**config.mk**
```make
export PLATFORM = sky130hd
export DESIGN_NAME = bus_node_receive_and_handshake
export DESIGN_NICKNAME = d
export VERILOG_FILES = /design/src/rtl/bnrh_pkg.sv /design/src/rtl/bnrh_handshake.sv /design/src/rtl/bus_node_receive_and_handshake.sv
export SDC_FILE = /design/constraint.sdc
export NUM_CORES = 1
export LEC_CHECK = 0
export BUFFER_PORTS_ARGS = -buffer_cell sky130_fd_sc_hd__buf_2
export CAP_MARGIN = 0
export CORE_AREA = 2 2 186 170
export CTS_BUF_LIST = sky130_fd_sc_hd__clkbuf_2
export DETAILED_ROUTE_END_ITERATION = 16
export DIE_AREA = 0 0 188 172
export PLACE_DENSITY = 0.55
export SYNTH_ARGS = -nofsm -noshare
export SYNTH_HDL_FRONTEND = slang
export SYNTH_SLANG_ARGS = --single-unit
```
**constraint.sdc**
```tcl
create_clock -name aclk -period 4 [get_ports aclk]
set_input_delay 0.4 -clock aclk [delete_from_list [all_inputs] [get_ports aclk]]
set_output_delay 0.4 -clock aclk [all_outputs]
set_load 0.01 [all_outputs]
```
**src/rtl/bnrh_pkg.sv**
```systemverilog
// bnrh_pkg: shared constants, handshake state codes and control struct
// for the bus node receive and handshake block
// no dependencies
package bnrh_pkg;

    // subscribable variables default, stream word width and configuration port widths
    localparam int SUB_VARS_DEF = 10;
    localparam int S_TDATA_W    = 64;
    localparam int CFG_DATA_W   = 8;
    localparam int CFG_INDEX_W  = 2;

    // frame identifiers
    localparam logic [10:0] ID_CONTROL     = 11'h040;
    localparam logic [10:0] ID_MOTOR       = 11'h008;
    localparam logic [10:0] ID_SERVO_LIGHT = 11'h010;

    // frame byte codes
    localparam logic [7:0] PREFIX_WRITE = 8'hB0;
    localparam logic [7:0] CMD_STATE    = 8'h01;
    localparam logic [7:0] CMD_LIGHT    = 8'h93;
    localparam logic [7:0] VAR_JOYSTICK = 8'h90;
    localparam logic [7:0] VAR_LIGHT    = 8'h14;
    localparam logic [7:0] VAR_BATTERY  = 8'h0C;
    localparam logic [7:0] REQ_SUB      = 8'h30;
    localparam logic [7:0] REQ_UNSUB    = 8'h31;
    localparam logic [7:0] REQ_LEN      = 8'h08;
    localparam logic [7:0] FIRST_VAR    = 8'h2C;

    // configuration register indexes
    localparam logic [CFG_INDEX_W-1:0] CFG_GOOD_THR  = 2'd0;
    localparam logic [CFG_INDEX_W-1:0] CFG_DEBOUNCE  = 2'd1;
    localparam logic [CFG_INDEX_W-1:0] CFG_STOP_REP  = 2'd2;

    // handshake state codes; the register may also hold codes loaded by a
    // control frame that are not listed here
    typedef enum logic [7:0] {
        HS_SHUTDOWN = 8'h01,
        HS_INIT     = 8'h10,
        HS_READY    = 8'h20,
        HS_STOPPING = 8'h22,
        HS_STARTING = 8'h23,
        HS_STOPPED  = 8'h24,
        HS_DRIVING  = 8'h25
    } hs_state_t;

    // states at or above this code send the long status frame
    localparam logic [7:0] HS_LONG_MIN = 8'h20;

    typedef struct packed {
        logic       step;
        logic       load;
        logic [7:0] load_value;
        logic       drive;
        logic       shutdown;
        logic       elapsed;
        logic [7:0] power_state;
        logic [7:0] servo_state;
        logic [3:0] stop_limit;
    } hs_ctrl_t;

endpackage

```
**src/rtl/bnrh_handshake.sv**
```systemverilog
// bnrh_handshake: drive handshake state machine with its stop counter
// depends on bnrh_pkg
module bnrh_handshake (
    input  logic                aclk,
    input  logic                aresetn,
    input  bnrh_pkg::hs_ctrl_t  ctrl,
    output bnrh_pkg::hs_state_t state_next
);
    import bnrh_pkg::*;

    hs_state_t  state_reg;
    logic [3:0] stop_count_reg;
    logic [3:0] stop_count_next;
    logic [3:0] stop_inc;

    always_ff @(posedge aclk) begin
        if (!aresetn) begin
            state_reg      <= HS_INIT;
            stop_count_reg <= 4'd0;
        end else begin
            state_reg      <= state_next;
            stop_count_reg <= stop_count_next;
        end
    end

    // saturating stop counter increment
    assign stop_inc = (stop_count_reg == 4'hF) ? stop_count_reg : stop_count_reg + 4'd1;

    always_comb begin
        state_next      = state_reg;
        stop_count_next = stop_count_reg;
        if (ctrl.load) begin
            state_next = hs_state_t'(ctrl.load_value);
        end else if (ctrl.step) begin
            case (state_reg)
                HS_INIT: begin
                    if (ctrl.power_state == 8'(HS_INIT) && ctrl.servo_state == 8'(HS_INIT)
                        && ctrl.elapsed) begin
                        state_next = HS_READY;
                    end
                end
                HS_READY: begin
                    if (ctrl.shutdown) begin
                        state_next = HS_SHUTDOWN;
                    end else if (ctrl.power_state == 8'(HS_READY)
                                 && ctrl.servo_state == 8'(HS_READY) && ctrl.drive) begin
                        state_next = HS_STARTING;
                    end
                end
                HS_STARTING: begin
                    if (ctrl.power_state == 8'(HS_DRIVING)
                        && ctrl.servo_state == 8'(HS_DRIVING)) begin
                        state_next = HS_STOPPED;
                    end
                end
                HS_STOPPED: begin
                    if (ctrl.drive) begin
                        state_next = HS_DRIVING;
                    end else if (stop_inc >= ctrl.stop_limit) begin
                        state_next      = HS_STOPPING;
                        stop_count_next = 4'd0;
                    end else begin
                        stop_count_next = stop_inc;
                    end
                end
                HS_DRIVING: begin
                    if (!ctrl.drive) begin
                        state_next = HS_STOPPED;
                    end
                end
                HS_STOPPING: begin
                    if (ctrl.power_state == 8'(HS_READY) && ctrl.servo_state == 8'(HS_READY)) begin
                        state_next = HS_READY;
                    end
                end
                default: begin
                    state_next = state_reg;
                end
            endcase
        end
    end

endmodule

```
**src/rtl/bus_node_receive_and_handshake.sv**
```systemverilog
// bus_node_receive_and_handshake: top level of the bus node receive and
// drive handshake block; depends on bnrh_pkg and bnrh_handshake
//
// Takes received frames and 20 ms ticks as words on the s_ stream and
// returns one status word on the m_ stream for every tick; frames update
// the peer module states, joystick, light demand, battery debounce, the
// subscription mask and the handshake state and return nothing. One word
// a cycle is accepted while s_tready is high: a word is held in the input
// register, is worked on by the compare and select logic in front of the
// state and result registers, and a tick's status word is then shown on
// m_ from the result register. s_tready falls only while a tick waits in
// the input register behind a status word that has not been taken.
// Configuration writes take effect at the next edge and are meant for
// times when no word is in flight.
module bus_node_receive_and_handshake #(
    parameter  int SUB_VARS  = bnrh_pkg::SUB_VARS_DEF,
    localparam int M_TDATA_W = ((33 + SUB_VARS + 7) / 8) * 8
) (
    input  logic                             aclk,
    input  logic                             aresetn,
    // configuration write port
    input  logic                             cfg_wr_en,
    input  logic [bnrh_pkg::CFG_INDEX_W-1:0] cfg_wr_index,
    input  logic [bnrh_pkg::CFG_DATA_W-1:0]  cfg_wr_data,
    // input stream
    input  logic                             s_tvalid,
    output logic                             s_tready,
    // sender_id[10:0], payload[58:11], user_wants_drive[59],
    // shutdown_ongoing[60], startup_time_elapsed[61], zeros above
    input  logic [bnrh_pkg::S_TDATA_W-1:0]   s_tdata,
    // kind: 0 frame, 1 tick
    input  logic                             s_tuser,
    // status stream
    output logic                             m_tvalid,
    input  logic                             m_tready,
    // own_state[7:0], joystick_y[15:8], joystick_x[23:16], undervoltage[24],
    // subscribed_mask[25 +: SUB_VARS], light_demand above it, zeros above
    output logic [M_TDATA_W-1:0]             m_tdata,
    // long_frame
    output logic                             m_tuser
);
    import bnrh_pkg::*;

    localparam int IN_W = 62;

    // configuration registers
    logic [7:0] good_thr_reg;
    logic [7:0] debounce_reg;
    logic [3:0] stop_rep_reg;

    // input register
    logic            in_valid_reg;
    logic            in_kind_reg;
    logic [IN_W-1:0] in_data_reg;

    // node state
    logic [7:0]          power_state_reg, power_state_next;
    logic [7:0]          servo_state_reg, servo_state_next;
    logic [7:0]          stick_y_reg, stick_y_next;
    logic [7:0]          stick_x_reg, stick_x_next;
    logic [7:0]          lamp_reg, lamp_next;
    logic [7:0]          low_count_reg, low_count_next;
    logic [7:0]          good_count_reg, good_count_next;
    logic                uv_reg, uv_next;
    logic [SUB_VARS-1:0] subs_reg, subs_next;

    // result register
    logic       out_valid_reg;
    logic [7:0] out_state_reg;
    logic       out_long_reg;
    logic [7:0] out_y_reg;
    logic [7:0] out_x_reg;
    logic       out_uv_reg;
    logic [SUB_VARS-1:0] out_subs_reg;
    logic [7:0] out_lamp_reg;

    // fields of the word in the input register
    logic [10:0] id;
    logic [47:0] payload;
    logic [7:0]  b0, b1, b2, b3, b4, b5;
    logic        drive, shutdown, elapsed;

    logic       advance;
    logic       frame_go;
    logic       tick_go;
    logic [7:0] low_inc, good_inc;
    logic [SUB_VARS-1:0] var_hit;

    hs_ctrl_t  hs_ctrl;
    hs_state_t hs_next;

    assign id       = in_data_reg[10:0];
    assign payload  = in_data_reg[58:11];
    assign drive    = in_data_reg[59];
    assign shutdown = in_data_reg[60];
    assign elapsed  = in_data_reg[61];
    assign b0 = payload[47:40];
    assign b1 = payload[39:32];
    assign b2 = payload[31:24];
    assign b3 = payload[23:16];
    assign b4 = payload[15:8];
    assign b5 = payload[7:0];

    // a frame always moves on; a tick needs room in the result register
    assign advance  = in_valid_reg && (!in_kind_reg || !out_valid_reg || m_tready);
    assign frame_go = advance && !in_kind_reg;
    assign tick_go  = advance && in_kind_reg;
    assign s_tready = !in_valid_reg || advance;

    // configuration writes
    always_ff @(posedge aclk) begin
        if (!aresetn) begin
            good_thr_reg <= 8'd137;
            debounce_reg <= 8'd20;
            stop_rep_reg <= 4'd8;
        end else if (cfg_wr_en) begin
            case (cfg_wr_index)
                CFG_GOOD_THR: good_thr_reg <= cfg_wr_data;
                CFG_DEBOUNCE: debounce_reg <= cfg_wr_data;
                CFG_STOP_REP: stop_rep_reg <= cfg_wr_data[3:0];
                default:      ;
            endcase
        end
    end

    // input register
    always_ff @(posedge aclk) begin
        if (!aresetn) begin
            in_valid_reg <= 1'b0;
        end else if (s_tready) begin
            in_valid_reg <= s_tvalid;
        end
    end

    always_ff @(posedge aclk) begin
        if (s_tready && s_tvalid) begin
            in_kind_reg <= s_tuser;
            in_data_reg <= s_tdata[IN_W-1:0];
        end
    end

    // saturating debounce increments
    assign low_inc  = (low_count_reg == 8'hFF) ? low_count_reg : low_count_reg + 8'd1;
    assign good_inc = (good_count_reg == 8'hFF) ? good_count_reg : good_count_reg + 8'd1;

    // one-hot match of the requested variable against the subscribable range
    always_comb begin
        for (int i = 0; i < SUB_VARS; i++) begin
            var_hit[i] = (b3 == FIRST_VAR + 8'(i));
        end
    end

    // frame decode
    always_comb begin
        power_state_next = power_state_reg;
        servo_state_next = servo_state_reg;
        stick_y_next     = stick_y_reg;
        stick_x_next     = stick_x_reg;
        lamp_next        = lamp_reg;
        low_count_next   = low_count_reg;
        good_count_next  = good_count_reg;
        uv_next          = uv_reg;
        subs_next        = subs_reg;
        if (frame_go) begin
            case (id)
                ID_CONTROL: begin
                    if (b0 == PREFIX_WRITE) begin
                        if (b3 == VAR_JOYSTICK) begin
                            stick_y_next = b4;
                            stick_x_next = b5;
                        end
                        if (b1 == CMD_LIGHT && b4 == VAR_LIGHT) begin
                            lamp_next = b5;
                        end
                    end
                end
                ID_MOTOR: begin
                    if (b0 == PREFIX_WRITE) begin
                        if (b1 == CMD_STATE) begin
                            power_state_next = b2;
                        end
                        // battery sample goes straight into the debounce
                        if (b3 == VAR_BATTERY) begin
                            if (b4 >= good_thr_reg) begin
                                low_count_next  = 8'd0;
                                good_count_next = good_inc;
                                if (good_inc > debounce_reg) begin
                                    uv_next = 1'b0;
                                end
                            end else begin
                                good_count_next = 8'd0;
                                low_count_next  = low_inc;
                                if (low_inc > debounce_reg) begin
                                    uv_next = 1'b1;
                                end
                            end
                        end
                    end
                end
                ID_SERVO_LIGHT: begin
                    if (b0 == PREFIX_WRITE && b1 == CMD_STATE) begin
                        servo_state_next = b2;
                    end
                    if (b0 == REQ_SUB && b1 == REQ_LEN) begin
                        subs_next = subs_reg | var_hit;
                    end
                    if (b0 == REQ_UNSUB && b1 == REQ_LEN) begin
                        subs_next = subs_reg & ~var_hit;
                    end
                end
                default: ;
            endcase
        end
    end

    always_ff @(posedge aclk) begin
        if (!aresetn) begin
            power_state_reg <= 8'd0;
            servo_state_reg <= 8'd0;
            stick_y_reg     <= 8'd0;
            stick_x_reg     <= 8'd0;
            lamp_reg        <= 8'd0;
            low_count_reg   <= 8'd0;
            good_count_reg  <= 8'd0;
            uv_reg          <= 1'b0;
            subs_reg        <= '0;
        end else begin
            power_state_reg <= power_state_next;
            servo_state_reg <= servo_state_next;
            stick_y_reg     <= stick_y_next;
            stick_x_reg     <= stick_x_next;
            lamp_reg        <= lamp_next;
            low_count_reg   <= low_count_next;
            good_count_reg  <= good_count_next;
            uv_reg          <= uv_next;
            subs_reg        <= subs_next;
        end
    end

    // drive handshake: a control state command loads it, a tick steps it
    always_comb begin
        hs_ctrl.step        = tick_go;
        hs_ctrl.load        = frame_go && id == ID_CONTROL && b0 == PREFIX_WRITE
                              && b1 == CMD_STATE;
        hs_ctrl.load_value  = b2;
        hs_ctrl.drive       = drive;
        hs_ctrl.shutdown    = shutdown;
        hs_ctrl.elapsed     = elapsed;
        hs_ctrl.power_state = power_state_reg;
        hs_ctrl.servo_state = servo_state_reg;
        hs_ctrl.stop_limit  = stop_rep_reg;
    end

    bnrh_handshake u_handshake (
        .aclk       (aclk),
        .aresetn    (aresetn),
        .ctrl       (hs_ctrl),
        .state_next (hs_next)
    );

    // result register: a tick leaves its status word here
    always_ff @(posedge aclk) begin
        if (!aresetn) begin
            out_valid_reg <= 1'b0;
        end else if (tick_go) begin
            out_valid_reg <= 1'b1;
        end else if (m_tready) begin
            out_valid_reg <= 1'b0;
        end
    end

    always_ff @(posedge aclk) begin
        if (tick_go) begin
            out_state_reg <= hs_next;
            out_long_reg  <= (hs_next >= HS_LONG_MIN);
            out_y_reg     <= stick_y_reg;
            out_x_reg     <= stick_x_reg;
            out_uv_reg    <= uv_reg;
            out_subs_reg  <= subs_reg;
            out_lamp_reg  <= lamp_reg;
        end
    end

    // status word packing
    always_comb begin
        m_tdata                      = '0;
        m_tdata[7:0]                 = out_state_reg;
        m_tdata[15:8]                = out_y_reg;
        m_tdata[23:16]               = out_x_reg;
        m_tdata[24]                  = out_uv_reg;
        m_tdata[25 +: SUB_VARS]      = out_subs_reg;
        m_tdata[25 + SUB_VARS +: 8]  = out_lamp_reg;
    end

    assign m_tvalid = out_valid_reg;
    assign m_tuser  = out_long_reg;

endmodule

```
==> impl_metrics.xml <==
<?xml version="1.0" encoding="UTF-8"?>
<metrics>
  <group name="floorplanning">
    <metric name="die-width" unit="um">188</metric>
    <metric name="rows" unit="">61</metric>
    <metric name="die-height" unit="um">172</metric>
    <metric name="boundary_pin_count" unit="">131</metric>
    <metric name="fp.coreArea" unit="um^2">30450</metric>
    <metric name="design.die.area" unit="um^2">32340</metric>
    <metric name="floorplan.initialDensity" unit="%">29.44</metric>
  </group>
  <group name="timing">
    <metric name="fmax" unit="GHz">0.2954</metric>
    <metric name="setup-violations-final" unit="">0</metric>
    <metric name="max_slew_margin" unit="%">42.55</metric>
    <metric name="grt_setup_unrepaired" unit="">no</metric>
    <metric name="maxSlewViolCount" unit="">0</metric>
    <metric name="hold_violations" unit="">0</metric>
    <metric name="period_share" unit="%">84.62</metric>
    <metric name="tightestPinTransition" unit="ns">0.8400</metric>
    <metric name="worst_clock_skew" unit="ns">0.04055</metric>
    <metric name="finalCriticalPeriod" unit="ns">3.385</metric>
    <metric name="finalSetupTns" unit="ns">0</metric>
  </group>
  <group name="synth">
    <metric name="yosysTopAreaCellShare" unit="%">35.84</metric>
    <metric name="average_footprint_of_a_synthesized_cell" unit="um^2">11.29</metric>
    <metric name="synth_compound_area_share" unit="%">8.708</metric>
    <metric name="yosysWarningCount" unit="">0</metric>
    <metric name="parity_gate_share_of_the_synthesized_area_counting_xor_and_xnor_cells" unit="%">0.6838</metric>
    <metric name="yosys.cell_count.top_type" unit="">sky130_fd_sc_hd__edfxtp_1</metric>
    <metric name="synth_top_family_by_area" unit="">simple AND/OR/NAND/NOR gates</metric>
    <metric name="synth_common_cells" unit="">sky130_fd_sc_hd__edfxtp_1 (107), sky130_fd_sc_hd__dfxtp_1 (101), sky130_fd_sc_hd__nand2_1 (97)</metric>
    <metric name="synth_mux_area_share" unit="%">5.512</metric>
    <metric name="yosys.cell_types.count" unit="">60</metric>
    <metric name="count_of_flip_flops_with_a_built_in_enable_after_synthesis" unit="">107</metric>
    <metric name="yosys_most_used_dff" unit="">sky130_fd_sc_hd__edfxtp_1</metric>
    <metric name="synth_fa_ha_area_share" unit="%">4.326</metric>
    <metric name="mappedNetlistArea" unit="um^2">8966</metric>
    <metric name="synthesis.instances" unit="">794</metric>
    <metric name="async_flop_share" unit="%">0</metric>
    <metric name="synth_area_leaders" unit="">sky130_fd_sc_hd__edfxtp_1 (36%), sky130_fd_sc_hd__dfxtp_1 (23%), sky130_fd_sc_hd__mux2i_1 (5.1%)</metric>
    <metric name="post-synth-top-area-cell" unit="">sky130_fd_sc_hd__edfxtp_1</metric>
    <metric name="synth_seq_cells" unit="">208</metric>
    <metric name="synth-seq-area-share" unit="%">58.39</metric>
    <metric name="synth-simple-area-share" unit="%">19.54</metric>
  </group>
  <group name="routing">
    <metric name="final_antenna_net_count" unit="">0</metric>
    <metric name="drt_iter0_markers" unit="">258</metric>
    <metric name="wl_final" unit="um">22040</metric>
    <metric name="drc_errors" unit="">0</metric>
    <metric name="drt-pass1-iter-count" unit="">4</metric>
    <metric name="post_drt_wl_per_cell" unit="um">14.93</metric>
    <metric name="dr_total_vias" unit="">6758</metric>
    <metric name="viasPerCell" unit="">4.579</metric>
  </group>
  <group name="cts">
    <metric name="post_cts_buffers" unit="">0</metric>
    <metric name="cts_sinks" unit="">208</metric>
    <metric name="clock_path_buffers" unit="">3</metric>
    <metric name="clock_tree.root_cell" unit="">sky130_fd_sc_hd__clkbuf_2</metric>
    <metric name="cts_tree" unit="">yes</metric>
    <metric name="post_cts.resized_instances" unit="">0</metric>
    <metric name="clk-insertion-delay-late" unit="ns">0.79</metric>
    <metric name="cts_buffers" unit="">54</metric>
    <metric name="htree_num_levels" unit="">2</metric>
    <metric name="worst_setup_hold_path_clk_slew" unit="ns">0.11</metric>
  </group>
  <group name="power_and_ir_drop">
    <metric name="p_total" unit="uW">4004</metric>
    <metric name="p_leak" unit="uW">0.004414</metric>
    <metric name="power.share.combinational" unit="%">6.1</metric>
    <metric name="power_report.internal_total" unit="uW">2986</metric>
    <metric name="share_clk_of_total_power" unit="%">35.8</metric>
    <metric name="switching_power" unit="uW">1019</metric>
    <metric name="power.density_cell_area" unit="nW/um^2">355.8</metric>
    <metric name="vdd_drop_max" unit="mV">0.2479</metric>
    <metric name="switching_share" unit="%">25.44</metric>
    <metric name="sequentialPowerShare" unit="%">58.1</metric>
  </group>
  <group name="global_route">
    <metric name="grt.met2_usage" unit="%">22.06</metric>
    <metric name="maximum_number_of_pins_on_one_net_before_global_route_repair" unit="">50</metric>
    <metric name="antenna_found_initial" unit="">1</metric>
    <metric name="global_route.overflow_total" unit="">0</metric>
    <metric name="grt_pass1_wl" unit="um">34870</metric>
    <metric name="grt.busiest_layer" unit="">met2</metric>
    <metric name="grt.met1_usage" unit="%">17.62</metric>
    <metric name="grt_util_met3" unit="%">3.105</metric>
    <metric name="grt_pass1_vias" unit="">6771</metric>
    <metric name="track_usage" unit="%">13.47</metric>
  </group>
  <group name="setup_path">
    <metric name="max_stage_delay" unit="ns">0.62</metric>
    <metric name="critPathRequiredTime" unit="ns">4.69</metric>
    <metric name="cp_data_arrival_time" unit="ns">4.08</metric>
    <metric name="critical_path.cell_chain" unit="">or4_1 -&gt; or4_4 -&gt; nor4b_1 -&gt; nand4_1 -&gt; nor4b_1 -&gt; mux2i_1</metric>
    <metric name="path_class" unit="">flop to flop</metric>
    <metric name="critical_path_launch_point_type" unit="">flop</metric>
    <metric name="worstPathMaxFanout" unit="">12</metric>
    <metric name="worstSetupEndpointType" unit="">flop</metric>
    <metric name="cp_slowest_cell" unit="">sky130_fd_sc_hd__or4_4</metric>
    <metric name="cp_common_cell" unit="">sky130_fd_sc_hd__nor4b_1</metric>
  </group>
  <group name="layout">
    <metric name="largest_register_ffs" unit="">62</metric>
    <metric name="area.growth.synth_to_final" unit="%">25.52</metric>
    <metric name="layout-drive-gt1-share" unit="%">22.61</metric>
    <metric name="layoutNonFillerInstCount" unit="">1476</metric>
    <metric name="nNetsFinal" unit="">1134</metric>
  </group>
  <group name="place">
    <metric name="finalWeightedCongestion" unit="">0.8129</metric>
    <metric name="place.detailed.instances" unit="">1303</metric>
    <metric name="detailed_place_hpwl" unit="um">14600</metric>
    <metric name="io_buffer_count" unit="">123</metric>
  </group>
  <group name="flow_run">
    <metric name="maxCapViolations" unit="">0</metric>
  </group>
  <group name="status">
    <metric name="status" unit="">complete, no violations</metric>
  </group>
  <group name="min_path">
    <metric name="hold_class" unit="">input port to flop</metric>
  </group>
</metrics>
## critical path: cells and delay by family, from the launching register on
family / cells / cell delay (ns)
DFF: 1 / 0.49
muxes: 1 / 0.22
and+or+nand+nor: 5 / 2.60
## cell usage in the layout, fill, tap and decap left out, drive strengths merged, types with 4 or more instances in the layout
cell type,netlist,final
a31oi,7,7
clkbuf,28,87
dfxtp,101,101
nor4b,7,7
nor2,35,35
o21ai,13,13
a21boi,38,38
conb,1,5
o21a,10,10
nor2b,45,45
or4b,6,6
ha,31,31
or3,4,4
buf,9,133
nand2,97,97
and3,7,7
or2,5,5
xnor2,7,7
nor3,20,20
dlygate4sd3,0,73
o41ai,4,4
edfxtp,107,107
and2,7,7
mux2i,46,46
nand4,9,9
nor4,8,8
nand2b,9,9
inv,23,24
clkinv,0,11
a21oi,17,17
nor4bb,4,4
nand3b,5,5
nand3,41,41
or4,5,5
## routing by layer
layer / routed length [um] / vias up
met2: 10160 / 152
met5: 0 / -
li1: - / 3375
met1: 10470 / 3188
met4: 461 / 0
met3: 946 / 43
## worst paths after layout
check	from	endpoint	slack [ns]	cells after the start
hold reg to reg	lamp_reg[3]$_SDFFE_PN0P_	out_lamp_reg[3]$_DFFE_PP_	0.41	0
hold / removal	aresetn	stop_rep_reg[3]$_SDFFE_PN1P_	0.11	2
setup / recovery	in_kind_reg$_DFFE_PP_	flop	0.62	6
setup reg to reg	in_kind_reg$_DFFE_PP_	flop	0.62	6
## power by group through the flow
stage	clock network, uW	registers, uW	logic, uW
after global routing	1620	2330	273
after floorplan	0	2370	103
after global placement	0	2370	190
after detailed placement	0	2380	192
final	1430	2330	246
after CTS	1510	2330	247
## through the flow
stage	worst slack, ns	util, %	cell area (um^2)	hold slack, ns
CTS	0.6169	36.95	11250	0.007073
finish	0.6152	36.96	11250	0.1135
detailed placement	0.6568	32.97	10040	0.4138
global route	0.2931	36.96	11250	0.07440
floorplan	0.8927	-	8990	0.4024
global placement	0.7090	32.97	10040	0.4113
## cell families (layout without fill, tap and decap cells)
kind of cell               Yosys count  after routing
and+or+nand+nor                    325            325
DFF                                208            208
AOI/OAI and AO/OA                  113            113
buffers and inverters               60            328
muxes                               49             49
adders and majority gates           31             31
xor gates and xnor gates             7              7
other                                1              6
## layout make-up
type                    instances  area (um^2)
multi-input cells             530         3517
clock buffers                  87        435.4
repair buffers                206         1421
flip-flops and latches        208         5235
fillers                      3037        19200
clock inverters                12        45.04
inverters                      23        86.33
well taps                     409        511.7
diodes                          1        2.502
## repair_timing
action	4_1_cts	5_1_grt
hold buffers	73	0
endpoints found under the setup margin	0	0
hold endpoints to repair	87	0
(Power assumes the default switching activity.)
